## config.mk

```make
export PLATFORM = sky130hd
export DESIGN_NAME = d2c_queue
export DESIGN_NICKNAME = d
export VERILOG_FILES = /design/src/rtl/core/depth_to_color_registration_defines.svh /design/src/rtl/core/d2c_pkg.sv /design/src/rtl/core/d2c_queue.sv
export SDC_FILE = /design/constraint.sdc
export NUM_CORES = 1
export LEC_CHECK = 0
export BUFFER_PORTS_ARGS = -buffer_cell sky130_fd_sc_hd__buf_2
export CORE_AREA = 2 2 144 146
export DETAILED_ROUTE_END_ITERATION = 7
export DIE_AREA = 0 0 146 148
export PLACE_DENSITY = 0.81
export SETUP_SLACK_MARGIN = 0.05
export SLEW_MARGIN = 20
export SYNTH_ARGS = -nofsm -noshare
export SYNTH_HDL_FRONTEND = slang
export SYNTH_SLANG_ARGS = --single-unit
```

## constraint.sdc

```tcl
create_clock -name clk -period 14.93 [get_ports clk]
set_input_delay 2.986 -clock clk [delete_from_list [all_inputs] [get_ports clk]]
set_output_delay 2.986 -clock clk [all_outputs]
set_load 0.005 [all_outputs]
```

## src/rtl/core/depth_to_color_registration_defines.svh

```systemverilog
// Assertion helpers for the registration RTL.
`ifndef DEPTH_TO_COLOR_REGISTRATION_DEFINES_SVH
`define DEPTH_TO_COLOR_REGISTRATION_DEFINES_SVH

// Property checked on every clock edge outside reset.
`define D2C_ASSERT(lbl, prop, msg) \
	lbl: assert property (@(posedge clk) disable iff (!arst_n) prop) else $error(msg);

// Condition that must never be seen.
`define D2C_ASSERT_NEVER(lbl, cond, msg) \
	`D2C_ASSERT(lbl, !(cond), msg)

`endif

```

## src/rtl/core/d2c_pkg.sv

```systemverilog
`default_nettype none
package d2c_pkg;

	localparam int COL_IN_W = 10;
	localparam int ROW_IN_W = 9;
	localparam int DEPTH_W = 16;
	localparam int COEF_W = 32;
	localparam int LIN_W = 44;	// coef*col + coef*row + offset
	localparam int NUM_W = 61;	// lin*depth + inv*65535
	localparam int QUO_W = NUM_W - 1 - 16;	// |num| >> 16
	localparam int CFG_IDX_W = 4;
	localparam int NUM_REGS = 8;

	localparam logic [CFG_IDX_W-1:0] REG_COEF_COL_TO_X = 4'd0;
	localparam logic [CFG_IDX_W-1:0] REG_COEF_ROW_TO_X = 4'd1;
	localparam logic [CFG_IDX_W-1:0] REG_OFFSET_X = 4'd2;
	localparam logic [CFG_IDX_W-1:0] REG_INV_DEPTH_TO_X = 4'd3;
	localparam logic [CFG_IDX_W-1:0] REG_COEF_COL_TO_Y = 4'd4;
	localparam logic [CFG_IDX_W-1:0] REG_COEF_ROW_TO_Y = 4'd5;
	localparam logic [CFG_IDX_W-1:0] REG_OFFSET_Y = 4'd6;
	localparam logic [CFG_IDX_W-1:0] REG_INV_DEPTH_TO_Y = 4'd7;

	localparam logic signed [COEF_W-1:0] COEF_ONE = 32'sd65536;

	typedef struct packed {
		logic signed [COEF_W-1:0] coef_col_to_x;
		logic signed [COEF_W-1:0] coef_row_to_x;
		logic signed [COEF_W-1:0] offset_x;
		logic signed [COEF_W-1:0] inv_depth_to_x;
		logic signed [COEF_W-1:0] coef_col_to_y;
		logic signed [COEF_W-1:0] coef_row_to_y;
		logic signed [COEF_W-1:0] offset_y;
		logic signed [COEF_W-1:0] inv_depth_to_y;
	} d2c_cfg_t;

	// One classified pixel handed from front to back.
	typedef struct packed {
		logic frame_start;
		logic has_depth;
		logic signed [NUM_W-1:0] num_x;
		logic signed [NUM_W-1:0] num_y;
		logic [DEPTH_W-1:0] depth;
	} d2c_job_t;

endpackage
`default_nettype wire

```

## src/rtl/core/d2c_queue.sv

```systemverilog
`default_nettype none
module d2c_queue (
	input wire logic clk,
	input wire logic arst_n,
	input wire logic push,
	input wire d2c_pkg::d2c_job_t wdata,
	output logic full,
	input wire logic pop,
	output logic nonempty,
	output d2c_pkg::d2c_job_t rdata
);

	d2c_pkg::d2c_job_t mem_q [2];
	logic wptr_q, rptr_q;
	logic [1:0] cnt_q;

	assign full = (cnt_q == 2'd2);
	assign nonempty = (cnt_q != 2'd0);
	assign rdata = mem_q[rptr_q];

	always_ff @(posedge clk or negedge arst_n) begin
		if (!arst_n) begin
			wptr_q <= 1'b0;
			rptr_q <= 1'b0;
			cnt_q <= 2'd0;
		end else begin
			if (push) wptr_q <= ~wptr_q;
			if (pop) rptr_q <= ~rptr_q;
			cnt_q <= cnt_q + 2'(push) - 2'(pop);
		end
	end

	always_ff @(posedge clk) begin
		if (push) mem_q[wptr_q] <= wdata;
	end

endmodule
`default_nettype wire

```

==> metrics.txt <==
status=complete, no violations; Root Buffer=clkbuf_16; post-route cell area=13,300 µm²; DRT antenna net count=0; # DRC=0; Routed WL=19,700 µm; Yosys Warn Count=0; mux share of post-synthesis cell area=17.9%; R2R Setup Slk=11.85 ns; Synthesized Nets=597; DP Area=12,300 µm²; slowest cell delay on critical path=0.87 ns; Rel. slew slack=36.2%; fmax=0.151 GHz; GR peak layer=met2; die height=148 µm; Total Power Consumption=2480 µW; Post-Synth Adder-Cell Area=0.234%; Routed WL per cell=18.8 µm; post-synthesis cell count=451; clk buf depth=3; Post-CTS Setup Bufs=0; CP delay by family, top=buffers and inverters; crit path launch type=flop; Vias=5,301; RSZ-0062 raised after global routing=no; Peak VDD IR=0.143 mV; #FFs+latches synth=284; largest family of logic cells by synthesized area=multiplexers; CTS clk-pin slew, worst paths=0.06 ns; Initial Util=53.3%; first-pass GRT wire length=29,700 µm; Setup TNS=0 ns; drt via density=5.05; GP Congestion=0.805; Simple-Gate Fraction of Synth Area=0.234%; CP max FO=60; P_leak=0.00528 µW; Clock Skews=0.0226 ns; sequential power share=44.9%; Iter 0 DRT Violations=255; GR Layer Usage met3=5.86%; GRT met1 Usage=20.9%; Syn Area/Cell=23.7 µm²; hpwl dp=13,200 µm; WP buf/inv=3; GRT Overall Usage=17.6%; Fin. Hold Viols=0; Core Area=20,000 µm²; hold crit path type=reg2reg; Critical Path, Cell by Cell=buf_4 > buf_4 > mux2_2 > buf_2; H-tree Lvls=1; Top Ports=286; die width=146 µm; total congestion overflow=0; Sw Ratio=26.2%; TritonRoute pass-1 iters=4; Hold WS=0.572 ns; mapped cell area=10,700 µm²; Row Count=52; Comb power frac=27.6%; layout cells sized above 1=61.7%; Clk network pwr share=27.5%; actual slew at the worst max-slew pin=0.957 ns; CTS tree=yes; Synth Area in Compound Gates=0%; met2 Use GR=30.0%; Req. time, crit path=11.94 ns; I/O Buffers=285; Crit-path slowest cell=buf_4; power density cells=187 nW/µm²; Max-cap violations=0; CTS Buf Count=29; antenna violations before repair=5; clk sinks=284; hold_buf cts=0; path type of the worst setup path=reg2out; largest net degree at the start of global routing=80; sequential-to-total area share from yosys stat=79.7%; Pins Over Slew Limit=0; min cycle time layout=6.60 ns; area grow syn2layout=24.5%; post-synthesis xor/xnor area fraction=0.387%; vias in the first global route=5,677; # nets final=903; final setup vio count=0; Int Power=1830 µW; Clock Latency Late Sink=0.54 ns; fin crit share=44.2%; Synth cell types=14; Post-CTS Resized=0; Worst Path Arrival=3.62 ns; die area=21,600 µm²; Critical Path End Type=primary output; NetSw=650 µW; Crit path top cell by count=buf_4
-- through the flow --
stage                     util (%)  std cells  setup slack [ns]
after detailed placement      61.6        995              8.88
final                         66.3       1050              8.33
after CTS                     66.1       1047              8.29
after floorplan                  -        451              5.23
after global placement        61.6        995              8.97
after global routing          66.3       1050              8.15
-- power by group through the flow --
stage / registers (µW) / clock network, µW / logic [µW]
2_1_floorplan: 1130 / 0 / 475
3_3_place_gp: 1120 / 0 / 675
3_5_place_dp: 1130 / 0 / 691
4_1_cts: 1120 / 701 / 694
5_1_grt: 1130 / 731 / 736
6_report: 1120 / 683 / 686
-- routing by layer --
metal	wire [µm]	part of all wire, %
met1	7500	38
met2	9690	49
met3	1780	9.0
met4	717	3.6
met5	30	0.15
-- state kept, by name (all words and copies together), names as in the netlist --
signal,cells
rptr_q,1
mem_q,280
cnt_q,2
wptr_q,1
-- cells in the final DEF (no fill, tap or decap), drive strengths merged --
cell type,instances
buf,291
clkinvlp,2
clkbuf,34
xor3,1
or2,1
ha,2
nor2b,2
and2,1
edfxtp,280
bufinv,2
diode,2
mux2,140
xor2,2
clkinv,12
inv,4
dfrtp,4
-- kinds of logic (layout without fill, tap and decap cells) --
group,after synthesis,after routing
other,0,2
buffers and inverters,18,345
adder cells (fa/ha/maj),2,2
AND/OR/NAND/NOR,4,4
XOR/XNOR,3,3
flip-flops,284,284
multiplexers,140,140
-- path summary, 6_finish.rpt --
kind / end / depth (start not counted) / start
max in group asynchronous: rptr_q / 1 / arst_n
worst max register to register: mem_q[0][103] / 3 / wptr_q
min in group asynchronous: rptr_q / 1 / arst_n
worst min register to register: wptr_q / 1 / wptr_q
worst max-delay path: rdata[0] / 4 / rptr_q
worst min-delay path: wptr_q / 1 / wptr_q
-- layout make-up --
| cell class | instances | area (µm²) |
|---|---|---|
| multi-input combinational | 149 | 2020 |
| tap | 270 | 338 |
| timing repair buffer | 291 | 1490 |
| clock buffer | 34 | 764 |
| sequential | 284 | 8510 |
| inverter | 2 | 7.51 |
| fill | 1377 | 6750 |
| clock inverter | 18 | 151 |
| antenna | 2 | 5.00 |
-- cells in the mapped netlist --
library cell | number | share of area [%]
nor2b_1 | 2 | 0.12
or2_2 | 1 | 0.059
inv_1 | 2 | 0.070
mux2_4 | 90 | 13
dfrtp_1 | 4 | 0.94
buf_2 | 5 | 0.23
buf_6 | 10 | 1.1
ha_1 | 2 | 0.23
mux2_2 | 50 | 5.3
edfxtp_1 | 280 | 79
xor2_1 | 2 | 0.16
and2_1 | 1 | 0.059
buf_8 | 1 | 0.14
xor3_1 | 1 | 0.22
-- worst reg2reg max path, delay by kind of cell, from the launching register on --
family | cells | cell delay (ns)
buffers and inverters | 2 | 1.51
AND/OR/NAND/NOR | 1 | 0.73
flip-flops | 1 | 0.44
No activity file was read; power rests on OpenSTA's default activity.
