### config.mk
export PLATFORM = sky130hd
export DESIGN_NAME = d2c_back
export DESIGN_NICKNAME = d
export VERILOG_FILES = /design/src/rtl/core/d2c_pkg.sv /design/src/rtl/core/d2c_div.sv /design/src/rtl/core/d2c_back.sv
export VERILOG_INCLUDE_DIRS = /design/src /design/src/rtl/core
export SDC_FILE = /design/constraint.sdc
export NUM_CORES = 1
export LEC_CHECK = 0
export ABC_AREA = 1
export ABC_CLOCK_PERIOD_IN_PS = 10300
export BUFFER_PORTS_ARGS = -buffer_cell sky130_fd_sc_hd__buf_2
export CAP_MARGIN = 20
export CORE_ASPECT_RATIO = 1.5
export CORE_MARGIN = 8
export CORE_UTILIZATION = 35
export CTS_CLUSTER_SIZE = 10
export DETAILED_ROUTE_END_ITERATION = 10
export GPL_ROUTABILITY_DRIVEN = 0
export PLACE_DENSITY = 0.6
export SKIP_CTS_REPAIR_TIMING = 1
export SLEW_MARGIN = 0
export SYNTH_ARGS = -nofsm -noshare
export SYNTH_HDL_FRONTEND = slang
export SYNTH_SLANG_ARGS = --single-unit
### constraint.sdc
create_clock -name clk -period 10.3 [get_ports clk]
set_clock_uncertainty 0.15 [all_clocks]
set_input_delay 2.06 -clock clk [delete_from_list [all_inputs] [get_ports clk]]
set_output_delay 2.06 -clock clk [all_outputs]
set_load 0.01 [all_outputs]
### src/rtl/core/depth_to_color_registration_defines.svh
// Assertion helpers for the registration RTL.
`ifndef DEPTH_TO_COLOR_REGISTRATION_DEFINES_SVH
`define DEPTH_TO_COLOR_REGISTRATION_DEFINES_SVH

// Property checked on every clock edge outside reset.
`define D2C_ASSERT(lbl, prop, msg) \
	lbl: assert property (@(posedge clk) disable iff (!arst_n) prop) else $error(msg);

// Condition that must never be seen.
`define D2C_ASSERT_NEVER(lbl, cond, msg) \
	`D2C_ASSERT(lbl, !(cond), msg)

`endif

### src/rtl/core/d2c_pkg.sv
`default_nettype none
package d2c_pkg;

	localparam int COL_IN_W = 10;
	localparam int ROW_IN_W = 9;
	localparam int DEPTH_W = 16;
	localparam int COEF_W = 32;
	localparam int LIN_W = 44;	// coef*col + coef*row + offset
	localparam int NUM_W = 61;	// lin*depth + inv*65535
	localparam int QUO_W = NUM_W - 1 - 16;	// |num| >> 16
	localparam int CFG_IDX_W = 4;
	localparam int NUM_REGS = 8;

	localparam logic [CFG_IDX_W-1:0] REG_COEF_COL_TO_X = 4'd0;
	localparam logic [CFG_IDX_W-1:0] REG_COEF_ROW_TO_X = 4'd1;
	localparam logic [CFG_IDX_W-1:0] REG_OFFSET_X = 4'd2;
	localparam logic [CFG_IDX_W-1:0] REG_INV_DEPTH_TO_X = 4'd3;
	localparam logic [CFG_IDX_W-1:0] REG_COEF_COL_TO_Y = 4'd4;
	localparam logic [CFG_IDX_W-1:0] REG_COEF_ROW_TO_Y = 4'd5;
	localparam logic [CFG_IDX_W-1:0] REG_OFFSET_Y = 4'd6;
	localparam logic [CFG_IDX_W-1:0] REG_INV_DEPTH_TO_Y = 4'd7;

	localparam logic signed [COEF_W-1:0] COEF_ONE = 32'sd65536;

	typedef struct packed {
		logic signed [COEF_W-1:0] coef_col_to_x;
		logic signed [COEF_W-1:0] coef_row_to_x;
		logic signed [COEF_W-1:0] offset_x;
		logic signed [COEF_W-1:0] inv_depth_to_x;
		logic signed [COEF_W-1:0] coef_col_to_y;
		logic signed [COEF_W-1:0] coef_row_to_y;
		logic signed [COEF_W-1:0] offset_y;
		logic signed [COEF_W-1:0] inv_depth_to_y;
	} d2c_cfg_t;

	// One classified pixel handed from front to back.
	typedef struct packed {
		logic frame_start;
		logic has_depth;
		logic signed [NUM_W-1:0] num_x;
		logic signed [NUM_W-1:0] num_y;
		logic [DEPTH_W-1:0] depth;
	} d2c_job_t;

endpackage
`default_nettype wire

### src/rtl/core/d2c_div.sv
`default_nettype none
module d2c_div (
	input wire logic clk,
	input wire logic arst_n,
	input wire logic start,
	input wire logic [d2c_pkg::QUO_W-1:0] dividend,
	input wire logic [d2c_pkg::DEPTH_W-1:0] divisor,
	output logic done,
	output logic [d2c_pkg::QUO_W-1:0] quo
);

	localparam int CNT_W = $clog2(d2c_pkg::QUO_W);

	logic busy_q, done_q;
	logic [CNT_W-1:0] cnt_q;
	logic [d2c_pkg::QUO_W-1:0] dq_q;
	logic [d2c_pkg::DEPTH_W-1:0] rem_q, div_q;
	logic [d2c_pkg::DEPTH_W:0] trial;
	logic ge;

	assign trial = {rem_q, dq_q[d2c_pkg::QUO_W-1]};
	assign ge = (trial >= {1'b0, div_q});
	assign done = done_q;
	assign quo = dq_q;

	always_ff @(posedge clk or negedge arst_n) begin
		if (!arst_n) begin
			busy_q <= 1'b0;
			done_q <= 1'b0;
			cnt_q <= '0;
		end else begin
			done_q <= 1'b0;
			if (start) begin
				busy_q <= 1'b1;
				cnt_q <= '0;
			end else if (busy_q) begin
				cnt_q <= cnt_q + 1'b1;
				if (cnt_q == CNT_W'(d2c_pkg::QUO_W - 1)) begin
					busy_q <= 1'b0;
					done_q <= 1'b1;
				end
			end
		end
	end

	// restoring division, one quotient bit a cycle
	always_ff @(posedge clk) begin
		if (start) begin
			dq_q <= dividend;
			div_q <= divisor;
			rem_q <= '0;
		end else if (busy_q) begin
			dq_q <= {dq_q[d2c_pkg::QUO_W-2:0], ge};
			rem_q <= ge ? d2c_pkg::DEPTH_W'(trial - {1'b0, div_q})
				: d2c_pkg::DEPTH_W'(trial);
		end
	end

endmodule
`default_nettype wire

### src/rtl/core/d2c_back.sv
`default_nettype none
`include "depth_to_color_registration_defines.svh"
module d2c_back #(
	parameter int FRAME_WIDTH = 640,
	parameter int FRAME_HEIGHT = 480,
	parameter int MAX_RUN = 64
) (
	input wire logic clk,
	input wire logic arst_n,
	input wire logic nonempty,
	input wire d2c_pkg::d2c_job_t job,
	output logic pop,
	output logic out_valid,
	input wire logic out_ready,
	output logic [d2c_pkg::COL_IN_W-1:0] out_col,
	output logic [d2c_pkg::ROW_IN_W-1:0] out_row,
	output logic [d2c_pkg::DEPTH_W-1:0] out_depth,
	output logic out_last
);

	localparam int COL_W = $clog2(FRAME_WIDTH);
	localparam int ROW_W = $clog2(FRAME_HEIGHT);
	localparam int SW = COL_W + 8;

	typedef enum logic [3:0] {
		B_IDLE = 4'b0001,
		B_DIV = 4'b0010,
		B_CHECK = 4'b0100,
		B_EMIT = 4'b1000
	} bstate_t;

	bstate_t state_q;
	logic [COL_W-1:0] lwc_q, cur_q, x_q;
	logic [ROW_W-1:0] y_q;
	logic neg_x_q, neg_y_q;
	logic [d2c_pkg::DEPTH_W-1:0] depth_q;
	logic [d2c_pkg::NUM_W-1:0] mag_x, mag_y;
	logic [d2c_pkg::QUO_W-1:0] qx, qy;
	logic done_x, done_y, start_div, ok, emit;
	logic [SW-1:0] xe, le, first;
	logic out_valid_q;

	assign pop = (state_q == B_IDLE) && nonempty;
	assign start_div = pop && job.has_depth;
	assign mag_x = job.num_x[d2c_pkg::NUM_W-1] ? d2c_pkg::NUM_W'(-job.num_x) : job.num_x;
	assign mag_y = job.num_y[d2c_pkg::NUM_W-1] ? d2c_pkg::NUM_W'(-job.num_y) : job.num_y;

	d2c_div u_div_x (
		.clk(clk), .arst_n(arst_n), .start(start_div),
		.dividend(mag_x[d2c_pkg::NUM_W-2:16]), .divisor(job.depth),
		.done(done_x), .quo(qx)
	);

	d2c_div u_div_y (
		.clk(clk), .arst_n(arst_n), .start(start_div),
		.dividend(mag_y[d2c_pkg::NUM_W-2:16]), .divisor(job.depth),
		.done(done_y), .quo(qy)
	);

	// a negative truncated quotient is in range only when it is zero
	assign ok = (neg_x_q ? (qx == '0) : (qx < d2c_pkg::QUO_W'(FRAME_WIDTH)))
		&& (neg_y_q ? (qy == '0) : (qy < d2c_pkg::QUO_W'(FRAME_HEIGHT)));

	always_comb begin
		xe = SW'(neg_x_q ? '0 : qx[COL_W-1:0]);
		le = SW'(lwc_q) + SW'(1);
		if (xe > le) begin
			first = (xe + SW'(1) >= le + SW'(MAX_RUN)) ? xe + SW'(1) - SW'(MAX_RUN) : le;
		end else begin
			first = xe;
		end
	end

	assign emit = (state_q == B_EMIT) && (!out_valid_q || out_ready);
	assign out_valid = out_valid_q;

	always_ff @(posedge clk or negedge arst_n) begin
		if (!arst_n) begin
			state_q <= B_IDLE;
			lwc_q <= '0;
			out_valid_q <= 1'b0;
		end else begin
			out_valid_q <= emit || (out_valid_q && !out_ready);
			case (state_q)
				B_IDLE: begin
					if (pop) begin
						if (job.frame_start) lwc_q <= '0;
						if (job.has_depth) state_q <= B_DIV;
					end
				end
				B_DIV: if (done_x) state_q <= B_CHECK;
				B_CHECK: state_q <= ok ? B_EMIT : B_IDLE;
				B_EMIT: begin
					if (emit && cur_q == x_q) begin
						lwc_q <= x_q;
						state_q <= B_IDLE;
					end
				end
				default: state_q <= B_IDLE;
			endcase
		end
	end

	always_ff @(posedge clk) begin
		if (pop) begin
			neg_x_q <= job.num_x[d2c_pkg::NUM_W-1];
			neg_y_q <= job.num_y[d2c_pkg::NUM_W-1];
			depth_q <= job.depth;
		end
		if (state_q == B_CHECK) begin
			cur_q <= first[COL_W-1:0];
			x_q <= xe[COL_W-1:0];
			y_q <= neg_y_q ? '0 : qy[ROW_W-1:0];
		end else if (emit) begin
			cur_q <= cur_q + 1'b1;
		end
		if (emit) begin
			out_col <= d2c_pkg::COL_IN_W'(cur_q);
			out_row <= d2c_pkg::ROW_IN_W'(y_q);
			out_depth <= depth_q;
			out_last <= (cur_q == x_q);
		end
	end

	`D2C_ASSERT(a_run_bounded, (state_q == B_EMIT) |-> (cur_q <= x_q), "run passed target column")
	`D2C_ASSERT(a_div_lockstep, done_x == done_y, "dividers out of step")
	`D2C_ASSERT_NEVER(a_pop_busy, pop && (state_q != B_IDLE), "queue popped while busy")

endmodule
`default_nettype wire

==> results of run 1 <==
how the worst min path moves through the flow:
stage                      from            end  cells after the start  slack (ns)
floorplan            depth_q[0]   out_depth[0]                      0        0.25
global placement    depth_q[13]  out_depth[13]                      0        0.25
CTS                      y_q[6]     out_row[6]                      0        0.27
global route        depth_q[13]  out_depth[13]                      0        0.27
detailed placement   depth_q[0]   out_depth[0]                      0        0.25
finish                   y_q[0]     out_row[0]                      0        0.27
flip-flops by register name, indices dropped and copies added (netlist names), 4 cells and up:
register and flops:
u_div_x.quo 44, u_div_y.quo 44, depth_q 16, out_depth 16, u_div_x.rem_q 16, u_div_y.div_q 16
u_div_y.rem_q 16, cur_q 10, lwc_q 10, out_col 10, x_q 10, out_row 9
y_q 9, u_div_x.cnt_q 6, u_div_y.cnt_q 6, state_q 4
cell usage after synthesis (3+ instances only):
cell / count
a21o_1: 3
clkbuf_1: 25
nand4_1: 55
xor2_1: 53
nand2_1: 577
or2_2: 8
nor2_2: 3
o22ai_1: 8
o21ai_0: 115
nor4_1: 31
a21oi_1: 71
inv_1: 274
ha_1: 57
nand3_1: 225
buf_1: 3
nor2_1: 226
o21bai_1: 4
nand3_2: 6
xnor2_1: 13
nand3b_1: 26
o211ai_1: 15
nor3_1: 28
dfrtp_1: 29
buf_2: 18
nand2_2: 7
dfxtp_1: 32
inv_2: 7
a21boi_0: 3
edfxtp_1: 187
o31ai_1: 13
logic make-up after synthesis:
logic type | Yosys count | share of synthesized area
AND/OR/NAND/NOR | 1204 | 0.326
flip-flops | 249 | 0.430
XOR/XNOR | 66 | 0.0354
adder cells (fa/ha/maj) | 59 | 0.0462
AO/OA/AOI/OAI | 246 | 0.0846
buffers and inverters | 331 | 0.0785
per-stage QoR:
step,hold WS (ns),std cells
floorplan,0.250,2155
global placement,0.251,2891
detailed placement,0.255,2892
CTS,0.267,2946
global route,0.273,2953
finish,0.266,2956
area by class of cell:
cell class              count  area [µm²]  share of cell area
flip-flops and latches    249        7010               0.374
clock inverters             2        38.8             0.00207
repair buffers            194        1030              0.0547
clock buffers              52         832              0.0443
inverters                 282        1060              0.0564
well taps                 594         743              0.0396
multi-input cells        1575        8040               0.428
diodes                      8        20.0             0.00107
power by group through the flow:
stage	clock, µW	combinational (µW)	sequential [µW]
4_1_cts	1000	2040	1790
2_1_floorplan	0	1550	1740
6_report	976	2040	1790
5_1_grt	1040	2340	1830
3_5_place_dp	0	2030	1800
3_3_place_gp	0	1990	1790
per-layer routing:
layer | vias up | wire, µm | GRT usage
met5 | - | 91 | 0
met4 | 14 | 2590 | 0.0980
met3 | 154 | 2790 | 0.0294
met2 | 481 | 23700 | 0.307
met1 | 6916 | 19000 | 0.195
li1 | 7582 | - | -
==> impl_metrics.py, run 1 <==
metrics = {
    "outcome": {
        "status": "completed",
    },
    "drt": {
        "num_vias": 15100,
        "firstDrtPassIters": 5,
        "via_per_inst": 5.12,
        "post_drt_wl_per_cell_um": 16.3,
        "detail-route-antenna-nets": 0,
        "wirelength_um": 48200,
        "route.detailed.drc": 0,
        "drtIter0Drc": 895,
    },
    "power": {
        "leakagePower_uw": 0.00856,
        "p_sw_uw": 1950,
        "power_frac_clock": 0.203,
        "switching_share": 0.406,
        "power.internal_uw": 2860,
        "seqPwrFrac": 0.372,
        "power_frac_comb": 0.425,
        "power_density_nw_per_um2": 256,
        "power.total_uw": 4810,
        "ir_drop_mv": 0.144,
    },
    "final_layout": {
        "drive_above_1_share": 0.114,
        "fin_util": 0.405,
        "nets": 2534,
        "area_growth_pct": 15.0,
        "final_common_cell": "nand2_1",
        "final_cell_mix": "nand2_1 (575), inv_1 (273), nor2_1 (226), nand3_1 (225), edfxtp_1 (187)",
        "nFillCells": 4787,
        "finalInstanceArea_um2": 18800,
    },
    "global_routing": {
        "grt_pass1_wl_um": 75900,
        "grt_usage": 0.174,
        "grt_remaining_overflow": 0,
        "grt_max_degree": 121,
        "antenna_found_initial": 17,
        "grt_pass1_vias": 15100,
    },
    "setup_path": {
        "crit_slowest_cell": "buf_4",
        "cp_common_cell": "buf_2",
        "reg2reg_depth": 17,
        "worstReg2RegStart": "neg_x_q",
        "worstSetupStartpointType": "input port",
        "startpoint": "nonempty",
        "worstPathBufferInverterCount": 4,
        "cpLargestDelayFamily": "buffers and inverters",
        "worstPathArrival_ns": 2.97,
        "critical_path_class": "in -> out",
        "required_ns": 8.09,
        "timing.rr.end": "cur_q[7]",
        "path_cells": "buf_2, inv_1, nor4_4, buf_4, buf_2",
        "critPathMaxStageDelay_ns": 0.34,
        "cp-endpoint": "pop",
        "critical_path_depth": 5,
        "rrSetupSlack_ns": 5.84,
        "cp_max_fo": 21,
        "cp-end-kind": "primary output",
    },
    "logic_synthesis": {
        "synthTopCellsByArea": "edfxtp_1 (34%), nand2_1 (13%), nand3_1 (6.9%), inv_1 (6.3%), nor2_1 (5.2%)",
        "synth.avg_cell_area_um2": 7.57,
        "synth_warnings": 0,
        "synthesis.area_um2": 16300,
        "syn_nets": 2358,
        "synthCells": 2155,
        "synth.top_cell.area_share": 0.344,
        "yosys.area.top_type": "edfxtp_1",
        "ys_types": 50,
        "async_flop_share": 0.120,
        "synth_edf_count": 187,
        "synth_flop_cell": "edfxtp_1",
        "ys_seq_area_frac": 0.430,
        "ys_ff_latch": 249,
    },
    "die": {
        "ios": 182,
        "core-area_um2": 46400,
        "fp.dieW_um": 192,
        "start_util": 0.352,
        "die_area_um2": 53900,
        "die-height_um": 280,
        "rows": 97,
    },
    "placed_design": {
        "dp_slack_ns": 5.11,
        "io_buffers": 181,
        "hpwl_um": 37800,
        "placed_area_um2": 17800,
    },
    "timing": {
        "setup_ws_ns": 5.12,
        "final-hold-violation-count": 0,
        "drv_slew": 0,
        "rsz0062_at_grt": "false",
        "max_slew_margin": 0.427,
        "finalSetupViolCount": 0,
        "fin_crit_ns": 5.18,
        "tightest_slew_ns": 0.860,
        "fin_crit_sh": 0.503,
        "fin_setup_tns_ns": 0,
        "fmax_mhz": 193,
    },
    "cts": {
        "root_buffer": "clkbuf_16",
        "numCtsBuffers": 29,
        "h-tree-depth": 1,
        "clk_latency_ns": 0.56,
        "clockBufferDepth": 3,
        "cts_tree": "yes",
        "clk_pin_slew_worst_paths_ns": 0.06,
        "clkSinkCount": 249,
    },
    "flow_run": {
        "maxCapViolCount": 0,
    },
    "worst_hold_path": {
        "hold_path_class": "reg -> reg",
    },
}
Note: power is estimated with default switching activity, not from simulation.
==> inputs of run 2 (changes only) <==
ABC_CLOCK_PERIOD_IN_PS = 5150   (was 10300)
clock period = 5.15 ns   (was 10.3 ns; I/O delays follow)
==> run 2 against run 1 <==
  * Register-to-register slack worse by 5.0 ns
  * Wire length is 1.5% higher
  * Critical endpoint is now cur_q[1]
  * Clock power up 96%
  * Sequential power rose by 99%
  * Non-clock buffer count is the same
  * Cell count is essentially flat
  * First-iteration DRC count up 3.4%
  * Via count up 0.19%
  * Global-route usage increased by 0.35 points
  * Count of clock-buffer cells in the layout unchanged
==> impl_metrics.py, run 2 (synthesis results as in run 1) <==
metrics = {
    "drt": {
        "via_per_inst": 5.14,
        "num_vias": 15200,
        "detail-route-antenna-nets": 0,
        "drtIter0Drc": 925,
        "route.detailed.drc": 0,
        "firstDrtPassIters": 5,
        "wirelength_um": 48900,
        "post_drt_wl_per_cell_um": 16.5,
    },
    "setup_path": {
        "path_cells": "inv_2, nand2_1, inv_1, ha_1, nand4_1, nor2_1, nand2_1, nor4_1, ha_1, nand3_1, inv_1, a21oi_1, nand3_1, o21ai_0, nand3_1, nand3_1, nand2_1",
        "critPathMaxStageDelay_ns": 0.50,
        "cp_max_fo": 17,
        "reg2reg_depth": 17,
        "crit_slowest_cell": "edfxtp_1",
        "required_ns": 5.30,
        "worstSetupStartpointType": "register",
        "cp_common_cell": "nand3_1",
        "worstPathArrival_ns": 4.48,
        "cp-end-kind": "register",
        "critical_path_class": "reg -> reg",
    },
    "cts": {
        "clk_latency_ns": 0.55,
        "numCtsBuffers": 29,
        "clockBufferDepth": 3,
        "clk_pin_slew_worst_paths_ns": 0.06,
        "clkSinkCount": 249,
        "root_buffer": "clkbuf_16",
        "h-tree-depth": 1,
        "cts_tree": "yes",
    },
    "final_layout": {
        "fin_util": 0.404,
        "final_common_cell": "nand2_1",
        "nets": 2534,
        "final_cell_mix": "nand2_1 (575), inv_1 (273), nor2_1 (226), nand3_1 (225), edfxtp_1 (187)",
        "drive_above_1_share": 0.115,
        "area_growth_pct": 14.9,
        "finalNonFillerCells": 2954,
    },
    "die": {
        "die-height_um": 280,
        "start_util": 0.352,
        "rows": 97,
        "die_area_um2": 53900,
        "ios": 182,
        "core-area_um2": 46400,
        "fp.dieW_um": 192,
    },
    "power": {
        "leakagePower_uw": 0.00855,
        "ir_drop_mv": 0.309,
        "power_density_nw_per_um2": 514,
        "power.total_uw": 9630,
    },
    "placed_design": {
        "hpwl_um": 38100,
        "io_buffers": 181,
        "place_inst": 2893,
    },
    "global_routing": {
        "antenna_found_initial": 13,
        "grt_usage": 0.178,
        "grt_pass1_wl_um": 77300,
        "grt_pass1_vias": 15100,
        "grt_remaining_overflow": 0,
        "grt_max_degree": 117,
    },
    "timing": {
        "fin_crit_sh": 0.841,
        "fin_setup_tns_ns": 0,
        "finalSetupViolCount": 0,
        "final-hold-violation-count": 0,
        "rsz0062_at_grt": "false",
        "fmax_mhz": 231,
        "tightest_slew_ns": 0.866,
        "drv_slew": 0,
        "fin_crit_ns": 4.33,
        "max_slew_margin": 0.419,
    },
    "flow_run": {
        "maxCapViolCount": 0,
    },
    "outcome": {
        "status": "completed",
    },
    "worst_hold_path": {
        "hold_path_class": "reg -> reg",
        "worstHoldPathCells": 0,
    },
}
run 2: cell types whose count changed in the layout (fill, tap and decap cells not counted), sizes merged:
cell,before,now
diode,8,6
clkinv,2,3
bufinv,1,0
run 2: routing by layer:
layer | vias to the layer above | wire length [µm] | global-route usage
met5 | - | 61 | 0
met4 | 10 | 2180 | 0.0850
met3 | 121 | 3000 | 0.0287
met2 | 522 | 24400 | 0.318
met1 | 6940 | 19200 | 0.201
li1 | 7583 | - | -
run 2: worst max-delay path, delay by kind of cell, from the launching register on:
kind | cells | cell delay [ns]
AO/OA/AOI/OAI | 2 | 0.64
adder cells (fa/ha/maj) | 2 | 0.61
buffers and inverters | 3 | 0.51
AND/OR/NAND/NOR | 10 | 1.66
flip-flops | 1 | 0.50
run 2: final timing paths:
| path | startpoint | endpoint | slack (ns) |
|---|---|---|---|
| min in group asynchronous | arst_n | lwc_q[8] | 0.39 |
| worst min register to register | y_q[5] | out_row[5] | 0.26 |
| worst max-delay path | neg_x_q | cur_q[1] | 0.82 |
| worst max register to register | neg_x_q | cur_q[1] | 0.82 |
| max in group asynchronous | arst_n | state_q[1] | 3.94 |
| worst min-delay path | y_q[5] | out_row[5] | 0.26 |
run 2: per-stage QoR:
stage	hold slack, ns	setup WS (ns)	cell area, µm²
floorplan	0.250	0.985	16300
global placement	0.252	1.09	17900
detailed placement	0.255	0.928	17900
CTS	0.263	0.914	18700
global route	0.270	0.402	18700
finish	0.263	0.819	18700
run 2: final cells by class:
type | instances | area (µm²)
fillers | 4765 | 27600
multi-input cells | 1575 | 8040
flip-flops and latches | 249 | 7010
inverters | 282 | 1060
repair buffers | 194 | 1030
clock buffers | 52 | 842
well taps | 594 | 743
diodes | 6 | 15.0
clock inverters | 2 | 13.8
run 2: power breakdown:
group	leakage [µW]	switching [µW]	internal [µW]
Sequential	0.00252	456	3110
Clock	0.000411	816	1090
Combinational	0.00562	2670	1470
==> inputs of run 3 (changes only) <==
ABC_CLOCK_PERIOD_IN_PS = 3800   (was 5150)
PLACE_DENSITY = 0.62   (was 0.6)
clock period = 3.8 ns   (was 5.15 ns; I/O delays follow)
==> run 3 against run 2 <==
  * Setup slack got worse by 0.47 ns
  * Clock power grew 39%
  * Core utilization grew 0.34 points
  * Critical path depth rose by 4
  * Wire length is 0.94% lower
  * Maximum frequency increased by 25%
  * Flip-flop and latch count unchanged
  * Register-to-register slack worse by 0.47 ns
  * Count of clock-buffer cells in the layout did not move
  * Sequential power up 35%
  * Combinational power up 37%
  * Cell count grew 0.64%
  * Critical endpoint is now cur_q[7]
==> impl_metrics.py, run 3 (synthesis results as in run 1) <==
metrics = {
    "timing": {
        "fmax_mhz": 290,
        "final-hold-violation-count": 0,
        "max_slew_margin": 0.362,
        "rsz0062_at_grt": "false",
        "tightest_slew_ns": 0.948,
        "fin_crit_sh": 0.909,
        "fin_setup_tns_ns": 0,
        "fin_crit_ns": 3.45,
        "finalSetupViolCount": 0,
        "drv_slew": 0,
    },
    "final_layout": {
        "final_common_cell": "nand2_1",
        "area_growth_pct": 15.9,
        "nets": 2547,
        "final_cell_mix": "nand2_1 (575), inv_1 (273), nor2_1 (225), nand3_1 (225), edfxtp_1 (187)",
        "nFillCells": 4818,
        "drive_above_1_share": 0.121,
        "finalNonFillerCells": 2973,
    },
    "outcome": {
        "status": "completed",
    },
    "setup_path": {
        "rrSetupSlack_ns": 0.35,
        "worstReg2RegStart": "neg_x_q",
        "cp-end-kind": "register",
        "critical_path_class": "reg -> reg",
        "worstPathArrival_ns": 3.63,
        "reg2reg_depth": 21,
        "required_ns": 3.98,
        "cp_max_fo": 8,
        "timing.rr.end": "cur_q[7]",
        "worstSetupStartpointType": "register",
    },
    "drt": {
        "route.detailed.drc": 0,
        "post_drt_wl_per_cell_um": 16.3,
        "wirelength_um": 48400,
        "via_per_inst": 5.12,
        "num_vias": 15200,
        "firstDrtPassIters": 5,
        "detail-route-antenna-nets": 0,
        "drtIter0Drc": 872,
    },
    "cts": {
        "h-tree-depth": 1,
        "numCtsBuffers": 30,
        "clk_latency_ns": 0.57,
        "clkSinkCount": 249,
        "root_buffer": "clkbuf_16",
        "clockBufferDepth": 3,
        "cts_tree": "yes",
        "clk_pin_slew_worst_paths_ns": 0.06,
    },
    "global_routing": {
        "grt_pass1_wl_um": 77300,
        "grt_pass1_vias": 15300,
        "grt_usage": 0.178,
        "grt_max_degree": 67,
        "antenna_found_initial": 13,
        "grt_remaining_overflow": 0,
    },
    "placed_design": {
        "io_buffers": 181,
        "place_inst": 2904,
        "hpwl_um": 38200,
    },
    "die": {
        "die-height_um": 280,
        "die_area_um2": 53900,
        "core-area_um2": 46400,
        "fp.dieW_um": 192,
        "ios": 182,
        "start_util": 0.352,
        "rows": 97,
    },
    "power": {
        "leakagePower_uw": 0.00863,
        "ir_drop_mv": 0.422,
        "power_density_nw_per_um2": 696,
    },
    "worst_hold_path": {
        "hold_path_class": "in -> async",
    },
    "flow_run": {
        "maxCapViolCount": 0,
    },
}
-- run 3: metrics by stage --
step / total power [µW] / cell area, µm² / setup WS (ns) / util / hold slack [ns]
floorplan: 8910 / 16300 / 0.0226 / - / 0.250
global placement: 10400 / 17900 / 0.354 / 0.387 / 0.251
detailed placement: 10500 / 17900 / 0.241 / 0.387 / 0.255
CTS: 13300 / 18800 / 0.216 / 0.406 / 0.101
global route: 14300 / 18900 / 0.0137 / 0.407 / 0.141
finish: 13200 / 18900 / 0.346 / 0.408 / 0.0965
-- run 3: where the power goes --
group | switching, µW | internal, µW | leakage, µW
Combinational | 3590 | 2080 | 0.00569
Sequential | 605 | 4220 | 0.00252
Clock | 1130 | 1530 | 0.000428
Total | 5330 | 7830 | 0.00863
-- run 3: metal layers --
layer  up-vias  GRT usage  wire, µm
met5         -          0        26
met4         4     0.0987      2760
met3       149     0.0335      2860
met2       484      0.321     24000
met1      6956      0.190     18700
li1       7624          -         -
-- run 3: worst max path at each step --
stage | from | endpoint | slack (ns)
finish | neg_x_q | cur_q[7] | 0.35
global route | neg_x_q | cur_q[7] | 0.01
floorplan | nonempty | u_div_y.busy_q | 0.02
global placement | neg_x_q | cur_q[4] | 0.35
detailed placement | neg_x_q | cur_q[4] | 0.24
CTS | neg_x_q | cur_q[4] | 0.22
-- run 3: worst max-delay path: stages, from the launching register on --
cell	delay (ns)
edfxtp_1	0.47
inv_2	0.09
nand2_1	0.10
inv_1	0.09
ha_1	0.21
nand4_1	0.21
nor2_1	0.14
nand2_1	0.09
nand2_1	0.13
inv_1	0.07
ha_1	0.28
nand2_1	0.06
inv_1	0.05
o21ai_0	0.06
nand2_1	0.08
a21oi_2	0.19
nand3_1	0.12
buf_4	0.18
o21ai_0	0.16
nand3_1	0.10
nand3_1	0.09
nand2_1	0.06
-- run 3: final cells by class --
class / count / area (µm²) / share of cell area
Tap cell: 594 / 743 / 0.0393
Multi-Input combinational cell: 1575 / 8050 / 0.426
Clock buffer: 52 / 865 / 0.0457
Antenna cell: 12 / 30.0 / 0.00159
Sequential cell: 249 / 7010 / 0.371
Clock inverter: 3 / 30.0 / 0.00159
Inverter: 282 / 1060 / 0.0560
Timing Repair Buffer: 206 / 1120 / 0.0592
